===== src/sbsm_pkg.sv =====
`timescale 1ns / 1ps
// ----------------------------------------------------------------------------
// sbsm_pkg: shared types and constants for the serial bank switch mapper
// Holds the bus command codes, register selects, the controller state type
// and the command/status structs that join the controller and the datapath.
// ----------------------------------------------------------------------------
package sbsm_pkg;

    // Bus command codes carried in the input tuser field.
    localparam logic [1:0] CMD_CPU_READ  = 2'd0;
    localparam logic [1:0] CMD_CPU_WRITE = 2'd1;
    localparam logic [1:0] CMD_PPU_READ  = 2'd2;

    // Configuration register indexes.
    localparam logic REG_PRG_COUNT = 1'b0;
    localparam logic REG_CHR_COUNT = 1'b1;

    // Target of a completed serial load, from address bits 14:13.
    localparam logic [1:0] SEL_CONTROL  = 2'd0;
    localparam logic [1:0] SEL_CHR_LOW  = 2'd1;
    localparam logic [1:0] SEL_CHR_HIGH = 2'd2;
    localparam logic [1:0] SEL_PRG_BANK = 2'd3;

    // PRG banking modes, from control bits 3:2.
    localparam logic [1:0] PRG_MODE_32K_A    = 2'd0;
    localparam logic [1:0] PRG_MODE_32K_B    = 2'd1;
    localparam logic [1:0] PRG_MODE_FIX_LOW  = 2'd2;
    localparam logic [1:0] PRG_MODE_FIX_HIGH = 2'd3;

    // Bank count limits and reset values.
    localparam logic [5:0] MAX_PRG_BANKS   = 6'd32;
    localparam logic [4:0] MAX_CHR_BANKS   = 5'd16;
    localparam logic [5:0] PRG_COUNT_RESET = 6'd16;
    localparam logic [4:0] CHR_COUNT_RESET = 5'd0;

    // Serial load and control register constants.
    localparam logic [4:0] SHIFT_EMPTY    = 5'h10;
    localparam logic [4:0] CONTROL_RESET  = 5'h0C;
    localparam logic [4:0] CONTROL_FIXHI  = 5'h0C;

    // The remainder unit retires two dividend bits per step.
    localparam int unsigned DIV_STEPS = 3;
    localparam logic [1:0]  DIV_LAST  = 2'(DIV_STEPS - 1);

    typedef enum logic [1:0] {
        ST_IDLE,
        ST_SETUP,
        ST_DIVIDE,
        ST_FINISH
    } state_t;

    // Commands from the controller to the datapath.
    typedef struct packed {
        logic capture;   // latch the accepted input item
        logic setup;     // apply a write and load the remainder unit
        logic div_step;  // run one remainder step
        logic out_load;  // load the result register
    } dp_cmd_t;

    // Status from the datapath to the controller.
    typedef struct packed {
        logic needs_div; // the held item is a read that maps to an offset
    } dp_status_t;

endpackage


===== src/sbsm_ctrl.sv =====
`timescale 1ns / 1ps
// ----------------------------------------------------------------------------
// sbsm_ctrl: sequencing controller for the bank mapper
// Accepts one item at a time, steps the remainder unit for mapped reads and
// loads the output register when it is free.
// ----------------------------------------------------------------------------
module sbsm_ctrl (
    input  logic                  aclk,
    input  logic                  aresetn,
    input  logic                  s_tvalid,
    output logic                  s_tready,
    output logic                  m_tvalid,
    input  logic                  m_tready,
    output sbsm_pkg::dp_cmd_t     cmd,
    input  sbsm_pkg::dp_status_t  status
);
    import sbsm_pkg::*;

    state_t     state_reg, state_next;
    logic [1:0] cnt_reg, cnt_next;
    logic       out_valid_reg, out_valid_next;

    // State, step counter and output valid registers.
    always_ff @(posedge aclk) begin
        if (!aresetn) begin
            state_reg     <= ST_IDLE;
            cnt_reg       <= '0;
            out_valid_reg <= 1'b0;
        end else begin
            state_reg     <= state_next;
            cnt_reg       <= cnt_next;
            out_valid_reg <= out_valid_next;
        end
    end

    // Next state and datapath commands.
    always_comb begin
        state_next = state_reg;
        cnt_next   = cnt_reg;
        cmd        = '0;
        s_tready   = 1'b0;
        unique case (state_reg)
            ST_IDLE: begin
                s_tready    = 1'b1;
                cmd.capture = s_tvalid;
                if (s_tvalid) begin
                    state_next = ST_SETUP;
                end
            end
            ST_SETUP: begin
                cmd.setup = 1'b1;
                cnt_next  = '0;
                state_next = status.needs_div ? ST_DIVIDE : ST_FINISH;
            end
            ST_DIVIDE: begin
                cmd.div_step = 1'b1;
                cnt_next     = cnt_reg + 2'd1;
                if (cnt_reg == DIV_LAST) begin
                    state_next = ST_FINISH;
                end
            end
            ST_FINISH: begin
                if (!out_valid_reg || m_tready) begin
                    cmd.out_load = 1'b1;
                    state_next   = ST_IDLE;
                end
            end
            default: begin
                state_next = ST_IDLE;
            end
        endcase
    end

    // The result stays valid until the consumer takes it.
    always_comb begin
        out_valid_next = out_valid_reg;
        if (cmd.out_load) begin
            out_valid_next = 1'b1;
        end else if (m_tready) begin
            out_valid_next = 1'b0;
        end
    end

    assign m_tvalid = out_valid_reg;

endmodule


===== src/sbsm_datapath.sv =====
`timescale 1ns / 1ps
// ----------------------------------------------------------------------------
// sbsm_datapath: mapper registers, serial loader and offset arithmetic
// Holds the bank registers and bank counts, applies CPU writes, reduces the
// selected bank modulo the bank count with a two-bit-per-step remainder unit
// and builds the result item.
// ----------------------------------------------------------------------------
module sbsm_datapath (
    input  logic                  aclk,
    input  logic                  aresetn,
    input  sbsm_pkg::dp_cmd_t     cmd,
    output sbsm_pkg::dp_status_t  status,
    input  logic [1:0]            in_cmd,
    input  logic [15:0]           in_address,
    input  logic [7:0]            in_write_data,
    input  logic                  cfg_valid,
    input  logic                  cfg_index,
    input  logic [5:0]            cfg_data,
    output logic                  out_mapped_valid,
    output logic [18:0]           out_mapped_offset,
    output logic [1:0]            out_mirroring
);
    import sbsm_pkg::*;

    // Held input item.
    logic [1:0]  cmd_reg;
    logic [15:0] addr_reg;
    logic [7:0]  data_reg;

    // Configuration and mapper state.
    logic [5:0] prg_count_reg;
    logic [4:0] chr_count_reg;
    logic [4:0] shift_reg, shift_next;
    logic [4:0] control_reg, control_next;
    logic [4:0] chr_low_reg, chr_low_next;
    logic [4:0] chr_high_reg, chr_high_next;
    logic [4:0] prg_bank_reg, prg_bank_next;

    // Remainder unit.
    logic [5:0] dividend_reg, dividend_next;
    logic [5:0] divisor_reg, divisor_next;
    logic [4:0] rem_reg, rem_next;

    // Result register.
    logic        res_valid_reg;
    logic [18:0] res_offset_reg;
    logic [1:0]  res_mirror_reg;

    logic       is_prg_read;
    logic       is_chr_read;
    logic [5:0] prg_n;
    logic [4:0] prg_last;
    logic [4:0] chr_m;
    logic [4:0] prg_sel;
    logic [4:0] chr_sel;
    logic [4:0] shifted;
    logic [5:0] r1;
    logic [4:0] r1_red;
    logic [5:0] r2;

    // Kind of the held item.
    assign is_prg_read      = (cmd_reg == CMD_CPU_READ) && addr_reg[15];
    assign is_chr_read      = (cmd_reg == CMD_PPU_READ);
    assign status.needs_div = is_prg_read || is_chr_read;

    // Effective bank counts: zero counts as one, large counts saturate.
    always_comb begin
        if (prg_count_reg == 6'd0) begin
            prg_n = 6'd1;
        end else if (prg_count_reg > MAX_PRG_BANKS) begin
            prg_n = MAX_PRG_BANKS;
        end else begin
            prg_n = prg_count_reg;
        end
        if (chr_count_reg == 5'd0) begin
            chr_m = 5'd1;
        end else if (chr_count_reg > MAX_CHR_BANKS) begin
            chr_m = MAX_CHR_BANKS;
        end else begin
            chr_m = chr_count_reg;
        end
        prg_last = 5'(prg_n - 6'd1);
    end

    // PRG bank in 16 KiB units before the modulo. The fixed last bank is
    // already below the count, so it passes through the unit unchanged.
    always_comb begin
        case (control_reg[3:2]) inside
            PRG_MODE_32K_A, PRG_MODE_32K_B: begin
                prg_sel = {1'b0, prg_bank_reg[3:1], addr_reg[14]};
            end
            PRG_MODE_FIX_LOW: begin
                prg_sel = addr_reg[14] ? {1'b0, prg_bank_reg[3:0]} : 5'd0;
            end
            default: begin
                prg_sel = addr_reg[14] ? prg_last : {1'b0, prg_bank_reg[3:0]};
            end
        endcase
    end

    // CHR bank in 4 KiB units before the modulo.
    always_comb begin
        if (!control_reg[4]) begin
            chr_sel = {chr_low_reg[4:1], addr_reg[12]};
        end else if (addr_reg[12]) begin
            chr_sel = chr_high_reg;
        end else begin
            chr_sel = chr_low_reg;
        end
    end

    // Serial loader: a write with bit 7 set empties the shifter and sets control
    // bits 3:2, otherwise bit 0 shifts in and the fifth bit commits the value.
    always_comb begin
        shift_next    = shift_reg;
        control_next  = control_reg;
        chr_low_next  = chr_low_reg;
        chr_high_next = chr_high_reg;
        prg_bank_next = prg_bank_reg;
        shifted       = {data_reg[0], shift_reg[4:1]};
        if (cmd.setup && (cmd_reg == CMD_CPU_WRITE) && addr_reg[15]) begin
            if (data_reg[7]) begin
                shift_next   = SHIFT_EMPTY;
                control_next = control_reg | CONTROL_FIXHI;
            end else if (shift_reg[0]) begin
                shift_next = SHIFT_EMPTY;
                unique case (addr_reg[14:13])
                    SEL_CONTROL:  control_next  = shifted;
                    SEL_CHR_LOW:  chr_low_next  = shifted;
                    SEL_CHR_HIGH: chr_high_next = shifted;
                    SEL_PRG_BANK: prg_bank_next = shifted;
                    default:      control_next  = control_reg;
                endcase
            end else begin
                shift_next = shifted;
            end
        end
    end

    // Two restoring remainder steps per cycle; the remainder stays below
    // the divisor, so five bits hold it.
    always_comb begin
        r1     = {rem_reg, dividend_reg[5]};
        r1_red = (r1 >= divisor_reg) ? 5'(r1 - divisor_reg) : r1[4:0];
        r2     = {r1_red, dividend_reg[4]};
        dividend_next = dividend_reg;
        divisor_next  = divisor_reg;
        rem_next      = rem_reg;
        if (cmd.setup) begin
            rem_next = '0;
            if (is_prg_read) begin
                dividend_next = {1'b0, prg_sel};
                divisor_next  = prg_n;
            end else begin
                dividend_next = {1'b0, chr_sel};
                divisor_next  = {chr_m, 1'b0};
            end
        end else if (cmd.div_step) begin
            rem_next      = (r2 >= divisor_reg) ? 5'(r2 - divisor_reg) : r2[4:0];
            dividend_next = {dividend_reg[3:0], 2'b00};
        end
    end

    // Control state: configuration, mapper registers and valid flag.
    always_ff @(posedge aclk) begin
        if (!aresetn) begin
            prg_count_reg <= PRG_COUNT_RESET;
            chr_count_reg <= CHR_COUNT_RESET;
            shift_reg     <= SHIFT_EMPTY;
            control_reg   <= CONTROL_RESET;
            chr_low_reg   <= '0;
            chr_high_reg  <= '0;
            prg_bank_reg  <= '0;
            res_valid_reg <= 1'b0;
        end else begin
            if (cfg_valid) begin
                unique case (cfg_index)
                    REG_PRG_COUNT: prg_count_reg <= cfg_data;
                    REG_CHR_COUNT: chr_count_reg <= cfg_data[4:0];
                    default:       prg_count_reg <= prg_count_reg;
                endcase
            end
            shift_reg    <= shift_next;
            control_reg  <= control_next;
            chr_low_reg  <= chr_low_next;
            chr_high_reg <= chr_high_next;
            prg_bank_reg <= prg_bank_next;
            if (cmd.out_load) begin
                res_valid_reg <= status.needs_div;
            end
        end
    end

    // Payload registers: held item, remainder unit and result.
    always_ff @(posedge aclk) begin
        if (cmd.capture) begin
            cmd_reg  <= in_cmd;
            addr_reg <= in_address;
            data_reg <= in_write_data;
        end
        dividend_reg <= dividend_next;
        divisor_reg  <= divisor_next;
        rem_reg      <= rem_next;
        if (cmd.out_load) begin
            res_mirror_reg <= control_reg[1:0];
            if (is_prg_read) begin
                res_offset_reg <= {rem_reg, addr_reg[13:0]};
            end else if (is_chr_read) begin
                res_offset_reg <= {2'b00, rem_reg, addr_reg[11:0]};
            end else begin
                res_offset_reg <= '0;
            end
        end
    end

    assign out_mapped_valid  = res_valid_reg;
    assign out_mapped_offset = res_offset_reg;
    assign out_mirroring     = res_mirror_reg;

endmodule


===== src/serial_bank_switch_mapper_unit.sv =====
`timescale 1ns / 1ps
// ----------------------------------------------------------------------------
// serial_bank_switch_mapper_unit: cartridge bank mapper with serial loading
// Top level joining the sequencing controller and the mapper datapath.
// ----------------------------------------------------------------------------
// One item is in work at a time. A CPU write, a CPU read below 0x8000 or an
// unused command passes through the setup and finish states until its result
// is loaded; a mapped read (CPU at 0x8000 or above, or any PPU read) also
// passes through the divide state, where the bank number is reduced modulo
// the bank count by a remainder unit that retires two bits per cycle. A new
// item is accepted on the cycle after the result is loaded, while that result
// may still wait in the output register. Configuration writes are always
// ready and must be issued only while the block is idle.
module serial_bank_switch_mapper_unit (
    input  logic        aclk,
    input  logic        aresetn,
    // Input items.
    input  logic        s_tvalid,
    output logic        s_tready,
    input  logic [23:0] s_tdata,   // [15:0] address, [23:16] write_data
    input  logic [1:0]  s_tuser,   // [1:0] cmd
    // Result items.
    output logic        m_tvalid,
    input  logic        m_tready,
    output logic [23:0] m_tdata,   // [18:0] mapped_offset, [20:19] mirroring, zero fill
    output logic        m_tuser,   // [0] mapped_valid
    // Configuration writes.
    input  logic        cfg_valid,
    output logic        cfg_ready,
    input  logic        cfg_index,
    input  logic [5:0]  cfg_data
);
    import sbsm_pkg::*;

    dp_cmd_t     dp_cmd;
    dp_status_t  dp_status;
    logic [18:0] mapped_offset;
    logic [1:0]  mirroring;

    // Sequencing controller.
    sbsm_ctrl u_ctrl (
        .aclk     (aclk),
        .aresetn  (aresetn),
        .s_tvalid (s_tvalid),
        .s_tready (s_tready),
        .m_tvalid (m_tvalid),
        .m_tready (m_tready),
        .cmd      (dp_cmd),
        .status   (dp_status)
    );

    // Mapper datapath.
    sbsm_datapath u_datapath (
        .aclk              (aclk),
        .aresetn           (aresetn),
        .cmd               (dp_cmd),
        .status            (dp_status),
        .in_cmd            (s_tuser),
        .in_address        (s_tdata[15:0]),
        .in_write_data     (s_tdata[23:16]),
        .cfg_valid         (cfg_valid),
        .cfg_index         (cfg_index),
        .cfg_data          (cfg_data),
        .out_mapped_valid  (m_tuser),
        .out_mapped_offset (mapped_offset),
        .out_mirroring     (mirroring)
    );

    assign cfg_ready = 1'b1;
    assign m_tdata   = {3'b000, mirroring, mapped_offset};

endmodule


===== config.mk =====
export PLATFORM = sky130hd
export DESIGN_NAME = serial_bank_switch_mapper_unit
export DESIGN_NICKNAME = d
export VERILOG_FILES = /design/src/sbsm_pkg.sv /design/src/sbsm_ctrl.sv /design/src/sbsm_datapath.sv /design/src/serial_bank_switch_mapper_unit.sv
export SDC_FILE = /design/constraint.sdc
export NUM_CORES = 1
export LEC_CHECK = 0
export ABC_AREA = 1
export BUFFER_PORTS_ARGS = -buffer_cell sky130_fd_sc_hd__buf_4
export CORE_ASPECT_RATIO = 1.75
export CORE_MARGIN = 2
export CORE_UTILIZATION = 32
export CTS_CLUSTER_DIAMETER = 120
export CTS_CLUSTER_SIZE = 30
export DETAILED_ROUTE_END_ITERATION = 16
export PLACE_DENSITY = 0.53
export SYNTH_ARGS = -nofsm -noshare
export SYNTH_HDL_FRONTEND = slang
export SYNTH_HIERARCHICAL = 1
export SYNTH_SLANG_ARGS = --single-unit

===== constraint.sdc =====
create_clock -name aclk -period 3.79 [get_ports aclk]
set_input_delay 0.758 -clock aclk [delete_from_list [all_inputs] [get_ports aclk]]
set_output_delay 0.758 -clock aclk [all_outputs]
set_load 0.03 [all_outputs]

==> out/results.txt, run 1 <==
Result of the run: finished clean
Total routed wire length on the met1 layer: 3522 µm
Cell count after placement: 732
Count of final max-slew check failures: 0
Final cell area excluding filler cells: 5463 µm²
Startpoint type of the worst setup path: register
Cell count after synthesis: 507
PwrDens: 669.3 nW/µm²
Type of destination of the critical path: register
Number of flip-flops under the largest register name: 19
Die outline height: 162.2 µm
Top delay family on crit path: simple AND/OR/NAND/NOR gates
RSZ-0062 raised after global routing: false
Post-place instance area: 5177 µm²
Initial standard-cell utilization of the core: 0.3292
Clock insertion delay at the later pin of the skew report: 0.35 ns
Number of iterations in the first detailed-routing pass: 4
Post-Place Setup Slack: 0.6793 ns
Final Non-Filler Cells: 748
CP peak stage delay: 0.47 ns
Wire length per cell: 12.92 µm
Via count of the first global-routing pass: 3,396
Number of remaining DRC errors: 0
Fin Hold WS: 0.4310 ns
Largest net degree at the start of global routing: 35
Leakage dissipation: 0.002354 µW
Tcrit/Tclk final: 0.8185
Count of filler cells inserted in the layout: 1,409
Most used cell, CP: sky130_fd_sc_hd__nand2_1
Slew @ Worst Pin: 0.7890 ns
Via count: 3,479
Final TNS setup: 0 ns
Antenna diode count: 0
Final setup skew: 0.009628 ns
Count of cells resized by post-cts repair: 0
Number of buffers between clock root and the deepest sink: 2
Post-Synthesis Mean Instance Area: 9.030 µm²
Die outline area: 15,320 µm²
Largest fanout on the critical path: 10
CTS root buffer: sky130_fd_sc_hd__clkbuf_16
First-pass GRT wire length: 15,710 µm
Sequential-to-total area share from yosys stat: 0.5488
Proportion of register bits with asynchronous set or reset after synthesis: 0
Number of routed nets with antenna violations: 0
Initial antenna violation count: 0
Highest layer used for signal routing: met4
Final weighted congestion in routability-driven placement: 0.8627
Number of storage elements in the synthesis netlist: 99
Setup Crit Path Kind: reg2reg
Count of distinct cell types in the synthesized netlist: 34
Horizontal extent of the die: 94.42 µm
Post-CTS Repair Setup Buffers: 0
Global Route Usage Sum: 0.1328
Clock sink count: 99
H-tree depth: 3
Crit path buf inv count: 2
Met3 WL post-DR: 205 µm
Layout cells sized above 1: 0.1436
Yosys warns: 6
Aggregate global routing overflow: 0
Floorplan row count: 57
Cells traversed along the worst timing path: inv_1, ha_1, inv_1, fa_1, nand4_1, nand3_2, nand2_1, o21ai_1, fa_1, nand3_1, nand2_1, o21ai_0, nand2_1, nand2_1, nand2_1, nand2_1, nand2_1, o21ai_1
Reg clk slew, reported paths: 0.07 ns
Starting DRC count in detailed routing: 178
Core Footprint: 13,910 µm²
Sum of met2 wire segment lengths after detailed routing: 5596 µm
Final number of hold-violating endpoints: 0
Detail-routed via count per cell: 4.651
Number of top-level design ports: 66
Worst setup slack after layout: 0.6879 ns
Data required time of the worst path: 4.06 ns
Highest attainable clock frequency: 0.3224 GHz
Number of buffer cells added on primary ports: 55
Area occupied by multi-input gates: 1693 µm²
Area of the mapped netlist: 4578 µm²
Nets: 624
Path category of the worst min-delay check: reg2reg
Reg area: 2512 µm²
P&R area growth vs syn: 19.32%
Most frequently used flop master after synthesis: sky130_fd_sc_hd__edfxtp_1
Final WL: 9662 µm
VDD IR max: 0.3232 mV
Arr. time, crit path: 3.38 ns
Total clock buffers created by CTS: 9
Relative slew slack: 0.4734
Slowest cell on crit path: sky130_fd_sc_hd__fa_1
Reported max-cap violation count: 0
Min cycle time layout: 3.102 ns
Count of final setup violators: 0
Post-synth EDFFs: 53
CTS tree: done
Half-perimeter wire length of the detailed placement result: 7523 µm
Hold-fix buffers at CTS: 0
## synthesized netlist by cell type (5+ instances only)
library cell,number,area [µm²]
sky130_fd_sc_hd__dfxtp_1,46,920.9
sky130_fd_sc_hd__a21oi_1,36,180.2
sky130_fd_sc_hd__o21ai_0,34,170.2
sky130_fd_sc_hd__nor2_1,72,270.3
sky130_fd_sc_hd__buf_4,6,45.04
sky130_fd_sc_hd__nand3_1,17,85.08
sky130_fd_sc_hd__nand3_2,5,50.05
sky130_fd_sc_hd__ha_1,18,225.2
sky130_fd_sc_hd__o22ai_1,9,56.30
sky130_fd_sc_hd__inv_1,82,307.8
sky130_fd_sc_hd__edfxtp_1,53,1592
sky130_fd_sc_hd__o21ai_1,13,65.06
sky130_fd_sc_hd__o211ai_1,7,52.55
sky130_fd_sc_hd__nand2_1,71,266.5
## final cells by class
class                      count  area share
sequential                    99      0.4599
clock inverter                 7     0.01099
multi-input combinational    314      0.3099
tap                          177     0.04054
inverter                      84     0.05772
timing repair buffer          58     0.07971
clock buffer                   9     0.04123
## cell families (layout without fill, tap and decap cells)
group                      Yosys count  count (layout)  share of synthesized area
DFF                                 99              99                     0.5488
and+or+nand+nor                    175             175                     0.1659
buffers and inverters               96             158                    0.08390
other                                2               4                   0.001640
AOI/OAI and AO/OA                  108             108                     0.1284
adders and majority gates           20              20                    0.05794
xor gates and xnor gates             7               7                    0.01339
## stage by stage
stage	utilization	power, µW
floorplan	-	2473
global placement	0.3723	2792
detailed placement	0.3723	2827
CTS	0.3928	3702
global route	0.3928	3933
finish	0.3928	3656
## layer usage
metal / up-vias / track usage
met5: - / 0
met4: 0 / 0.06653
met3: 24 / 0.02829
met2: 49 / 0.2545
met1: 1619 / 0.1297
li1: 1787 / -
## final timing paths
check	to	slack, ns	depth (start not counted)	from
worst max-delay path	u_datapath/rem_reg[1]$_SDFFE_PP0P_	0.69	18	u_datapath/dividend_reg[5]$_SDFFCE_PP0P_
worst min-delay path	u_datapath/out_mirroring[1]$_DFFE_PP_	0.43	0	u_datapath/control_reg[1]$_SDFFE_PN0P_
worst max register to register	u_datapath/rem_reg[1]$_SDFFE_PP0P_	0.69	18	u_datapath/dividend_reg[5]$_SDFFCE_PP0P_
worst min register to register	u_datapath/out_mirroring[1]$_DFFE_PP_	0.43	0	u_datapath/control_reg[1]$_SDFFE_PN0P_
## power breakdown
| group | internal, µW | leakage (µW) | switching, µW |
|---|---|---|---|
| clock network | 455 | 0.000137 | 415 |
| logic | 476 | 0.00134 | 859 |
| registers | 1360 | 0.000875 | 90.1 |
| total | 2290 | 0.00235 | 1360 |
## cells in the final DEF, fill, tap and decap left out, types with 13 or more instances in the layout
cell type / count
sky130_fd_sc_hd__inv_1: 82
sky130_fd_sc_hd__nor2_1: 72
sky130_fd_sc_hd__nand2_1: 71
sky130_fd_sc_hd__buf_4: 58
sky130_fd_sc_hd__edfxtp_1: 53
sky130_fd_sc_hd__dfxtp_1: 46
sky130_fd_sc_hd__a21oi_1: 35
sky130_fd_sc_hd__o21ai_0: 34
sky130_fd_sc_hd__ha_1: 18
sky130_fd_sc_hd__nand3_1: 17
sky130_fd_sc_hd__o21ai_1: 13
Note: power is estimated with default switching activity, not from simulation.
==> run 2: changes to the inputs <==
==> constraint.sdc (replaced) <==
create_clock -name aclk -period 3.2 [get_ports aclk]
set_input_delay 0.64 -clock aclk [delete_from_list [all_inputs] [get_ports aclk]]
set_output_delay 0.64 -clock aclk [all_outputs]
set_load 0.03 [all_outputs]
==> run 2 against run 1 <==
  * Setup slack got worse by 0.41 ns
  * Global-route usage decreased by 0.10 points
  * Critical path type unchanged
  * Via count decreased by 0.57%
  * Critical path depth decreased by 1
  * Non-clock buffer count increased by 1
  * Cell area increased by 0.87%
  * Largest cell class unchanged
  * Critical endpoint is now u_datapath/rem_reg[2]$_SDFFE_PP0P_
  * Maximum frequency increased by 6.3%
  * Final cell count increased by 0.13%
  * Wire length decreased by 0.71%
  * Core utilization increased by 0.34 points
==> out/results.txt, run 2 (synthesized netlist as in run 1, its figures left out) <==
Clock insertion delay at the later pin of the skew report: 0.34 ns (was 0.35 ns)
Final weighted congestion in routability-driven placement: 0.8790 (was 0.8627)
Number of buffer cells added on primary ports: 55 (unchanged)
Largest net degree at the start of global routing: 35 (unchanged)
Result of the run: finished clean (unchanged)
Type of destination of the critical path: register (unchanged)
Via count of the first global-routing pass: 3,573 (was 3,396)
Half-perimeter wire length of the detailed placement result: 7458 µm (was 7523 µm)
Number of flip-flops under the largest register name: 19 (unchanged)
Min cycle time layout: 2.917 ns (was 3.102 ns)
Cells traversed along the worst timing path: inv_1, ha_1, inv_1, fa_1, nand4_1, nand3_4, o21ai_1, ha_1, a21oi_1, nand2_1, o21ai_0, nand2_1, nand2_1, nand2_2, nand2_1, nand2_1, o21ai_1 (was inv_1, ha_1, inv_1, fa_1, nand4_1, nand3_2, nand2_1, o21ai_1, fa_1, nand3_1, nand2_1, o21ai_0, nand2_1, nand2_1, nand2_1, nand2_1, nand2_1, o21ai_1)
Global routing usage on met3: 0.02412 (was 0.02829)
Initial antenna violation count: 0 (unchanged)
Initial standard-cell utilization of the core: 0.3292 (unchanged)
Core Footprint: 13,910 µm² (unchanged)
Clock sink count: 99 (unchanged)
GR Util met1: 0.1293 (was 0.1297)
Largest fanout on the critical path: 10 (unchanged)
Leakage dissipation: 0.002377 µW (was 0.002354 µW)
Number of remaining DRC errors: 0 (unchanged)
P&R area growth vs syn: 20.36% (was 19.32%)
Setup Crit Path Kind: reg2reg (unchanged)
Final WL: 9593 µm (was 9662 µm)
Relative slew slack: 0.4858 (was 0.4734)
Count of final setup violators: 0 (unchanged)
Fin Hold WS: 0.4360 ns (was 0.4310 ns)
H-tree depth: 3 (unchanged)
VDD IR max: 0.3479 mV (was 0.3232 mV)
Nets: 625 (was 624)
PwrDens: 803.7 nW/µm² (was 669.3 nW/µm²)
Slew @ Worst Pin: 0.7705 ns (was 0.7890 ns)
CTS root buffer: sky130_fd_sc_hd__clkbuf_16 (unchanged)
Aggregate global routing overflow: 0 (unchanged)
Floorplan row count: 57 (unchanged)
Slowest cell on crit path: sky130_fd_sc_hd__fa_1 (unchanged)
Reported max-cap violation count: 0 (unchanged)
Hold-fix buffers at CTS: 0 (unchanged)
Gr busiest metal: met2 (unchanged)
Startpoint type of the worst setup path: register (unchanged)
Count of final max-slew check failures: 0 (unchanged)
Total power: 4429 µW (was 3656 µW)
Detail-routed via count per cell: 4.618 (was 4.651)
Highest attainable clock frequency: 0.3428 GHz (was 0.3224 GHz)
Number of buffers between clock root and the deepest sink: 2 (unchanged)
Die outline height: 162.2 µm (unchanged)
Worst setup slack after layout: 0.2827 ns (was 0.6879 ns)
Path category of the worst min-delay check: reg2reg (unchanged)
Number of top-level design ports: 66 (unchanged)
Highest-count cells in the layout ignoring fill and taps: 82 x sky130_fd_sc_hd__inv_1, 72 x sky130_fd_sc_hd__nor2_1, 70 x sky130_fd_sc_hd__nand2_1 (was 82 x sky130_fd_sc_hd__inv_1, 72 x sky130_fd_sc_hd__nor2_1, 71 x sky130_fd_sc_hd__nand2_1)
Number of routed nets with antenna violations: 0 (unchanged)
CP peak stage delay: 0.42 ns (was 0.47 ns)
CTS tree: done (unchanged)
Number of iterations in the first detailed-routing pass: 4 (unchanged)
Data required time of the worst path: 3.47 ns (was 4.06 ns)
Via count: 3,459 (was 3,479)
Die outline area: 15,320 µm² (unchanged)
Most used cell, CP: sky130_fd_sc_hd__nand2_1 (unchanged)
Reg clk slew, reported paths: 0.07 ns (about the same)
Final setup skew: 0.006488 ns (was 0.009628 ns)
Horizontal extent of the die: 94.42 µm (unchanged)
First-pass GRT wire length: 15,860 µm (was 15,710 µm)
Met2 usage: 0.2510 (was 0.2545)
Tcrit/Tclk final: 0.9117 (was 0.8185)
Most common cell after layout, fill and taps aside: sky130_fd_sc_hd__inv_1 (unchanged)
Post-CTS Repair Setup Buffers: 0 (unchanged)
Arr. time, crit path: 3.19 ns (was 3.38 ns)
Layout cells sized above 1: 0.1521 (was 0.1436)
RSZ-0062 raised after global routing: false (unchanged)
Starting DRC count in detailed routing: 134 (was 178)
Final TNS setup: 0 ns (unchanged)
Total clock buffers created by CTS: 9 (unchanged)
Antenna diode count: 0 (unchanged)
Wire length per cell: 12.81 µm (was 12.92 µm)
Global Route Usage Sum: 0.1318 (was 0.1328)
Final number of hold-violating endpoints: 0 (unchanged)
Post-Place Setup Slack: 0.1441 ns (was 0.6793 ns)
[run 2: path summary, 6_finish.rpt]
kind	cells after the start	slack, ns	from	to
max	17	0.28	u_datapath/dividend_reg[5]$_SDFFCE_PP0P_	u_datapath/rem_reg[2]$_SDFFE_PP0P_
min	0	0.44	u_datapath/control_reg[1]$_SDFFE_PN0P_	u_datapath/out_mirroring[1]$_DFFE_PP_
max reg2reg	17	0.28	u_datapath/dividend_reg[5]$_SDFFCE_PP0P_	u_datapath/rem_reg[2]$_SDFFE_PP0P_
min reg2reg	0	0.44	u_datapath/control_reg[1]$_SDFFE_PN0P_	u_datapath/out_mirroring[1]$_DFFE_PP_
[run 2: what timing repair did]
action,CTS,global route
endpoints found under the setup margin,0,5
resized for setup,0,4
endpoints found under the hold margin,0,0
[run 2: routing by layer]
metal / part of all wire / vias up / routed length [µm]
met2: 0.57 / 50 / 5487
met3: 0.023 / 25 / 223
li1: - / 1789 / -
met1: 0.37 / 1595 / 3502
met4: 0.040 / 0 / 380
met5: 0 / - / 0
[run 2: power breakdown]
group / switching, µW / internal (µW) / total [µW]
Combinational: 1030 / 580 / 1610
Clock: 485 / 620 / 1100
Sequential: 105 / 1610 / 1720
[run 2: stage by stage]
stage	utilization	area, µm²	std cells
6_report	0.3962	5510	749
4_1_cts	0.3951	5494	749
3_3_place_gp	0.3728	5185	733
2_1_floorplan	-	4586	509
3_5_place_dp	0.3728	5185	733
5_1_grt	0.3962	5510	749
[run 2: area by class of cell]
class	count	area (µm²)
Sequential cell	99	2512
Clock inverter	7	83.83
Fill cell	1409	8397
Clock buffer	9	225.2
Multi-Input combinational cell	314	1709
Inverter	84	315.3
Tap cell	177	221.5
Timing Repair Buffer	59	442.9
[run 2: critical path: cells and delay by family (launching register included)]
kind	cells	cell delay (ns)
fa+ha+maj	3	0.88
simple gates	8	0.79
compound gates	4	0.67
flops	1	0.37
buf+inv	2	0.13
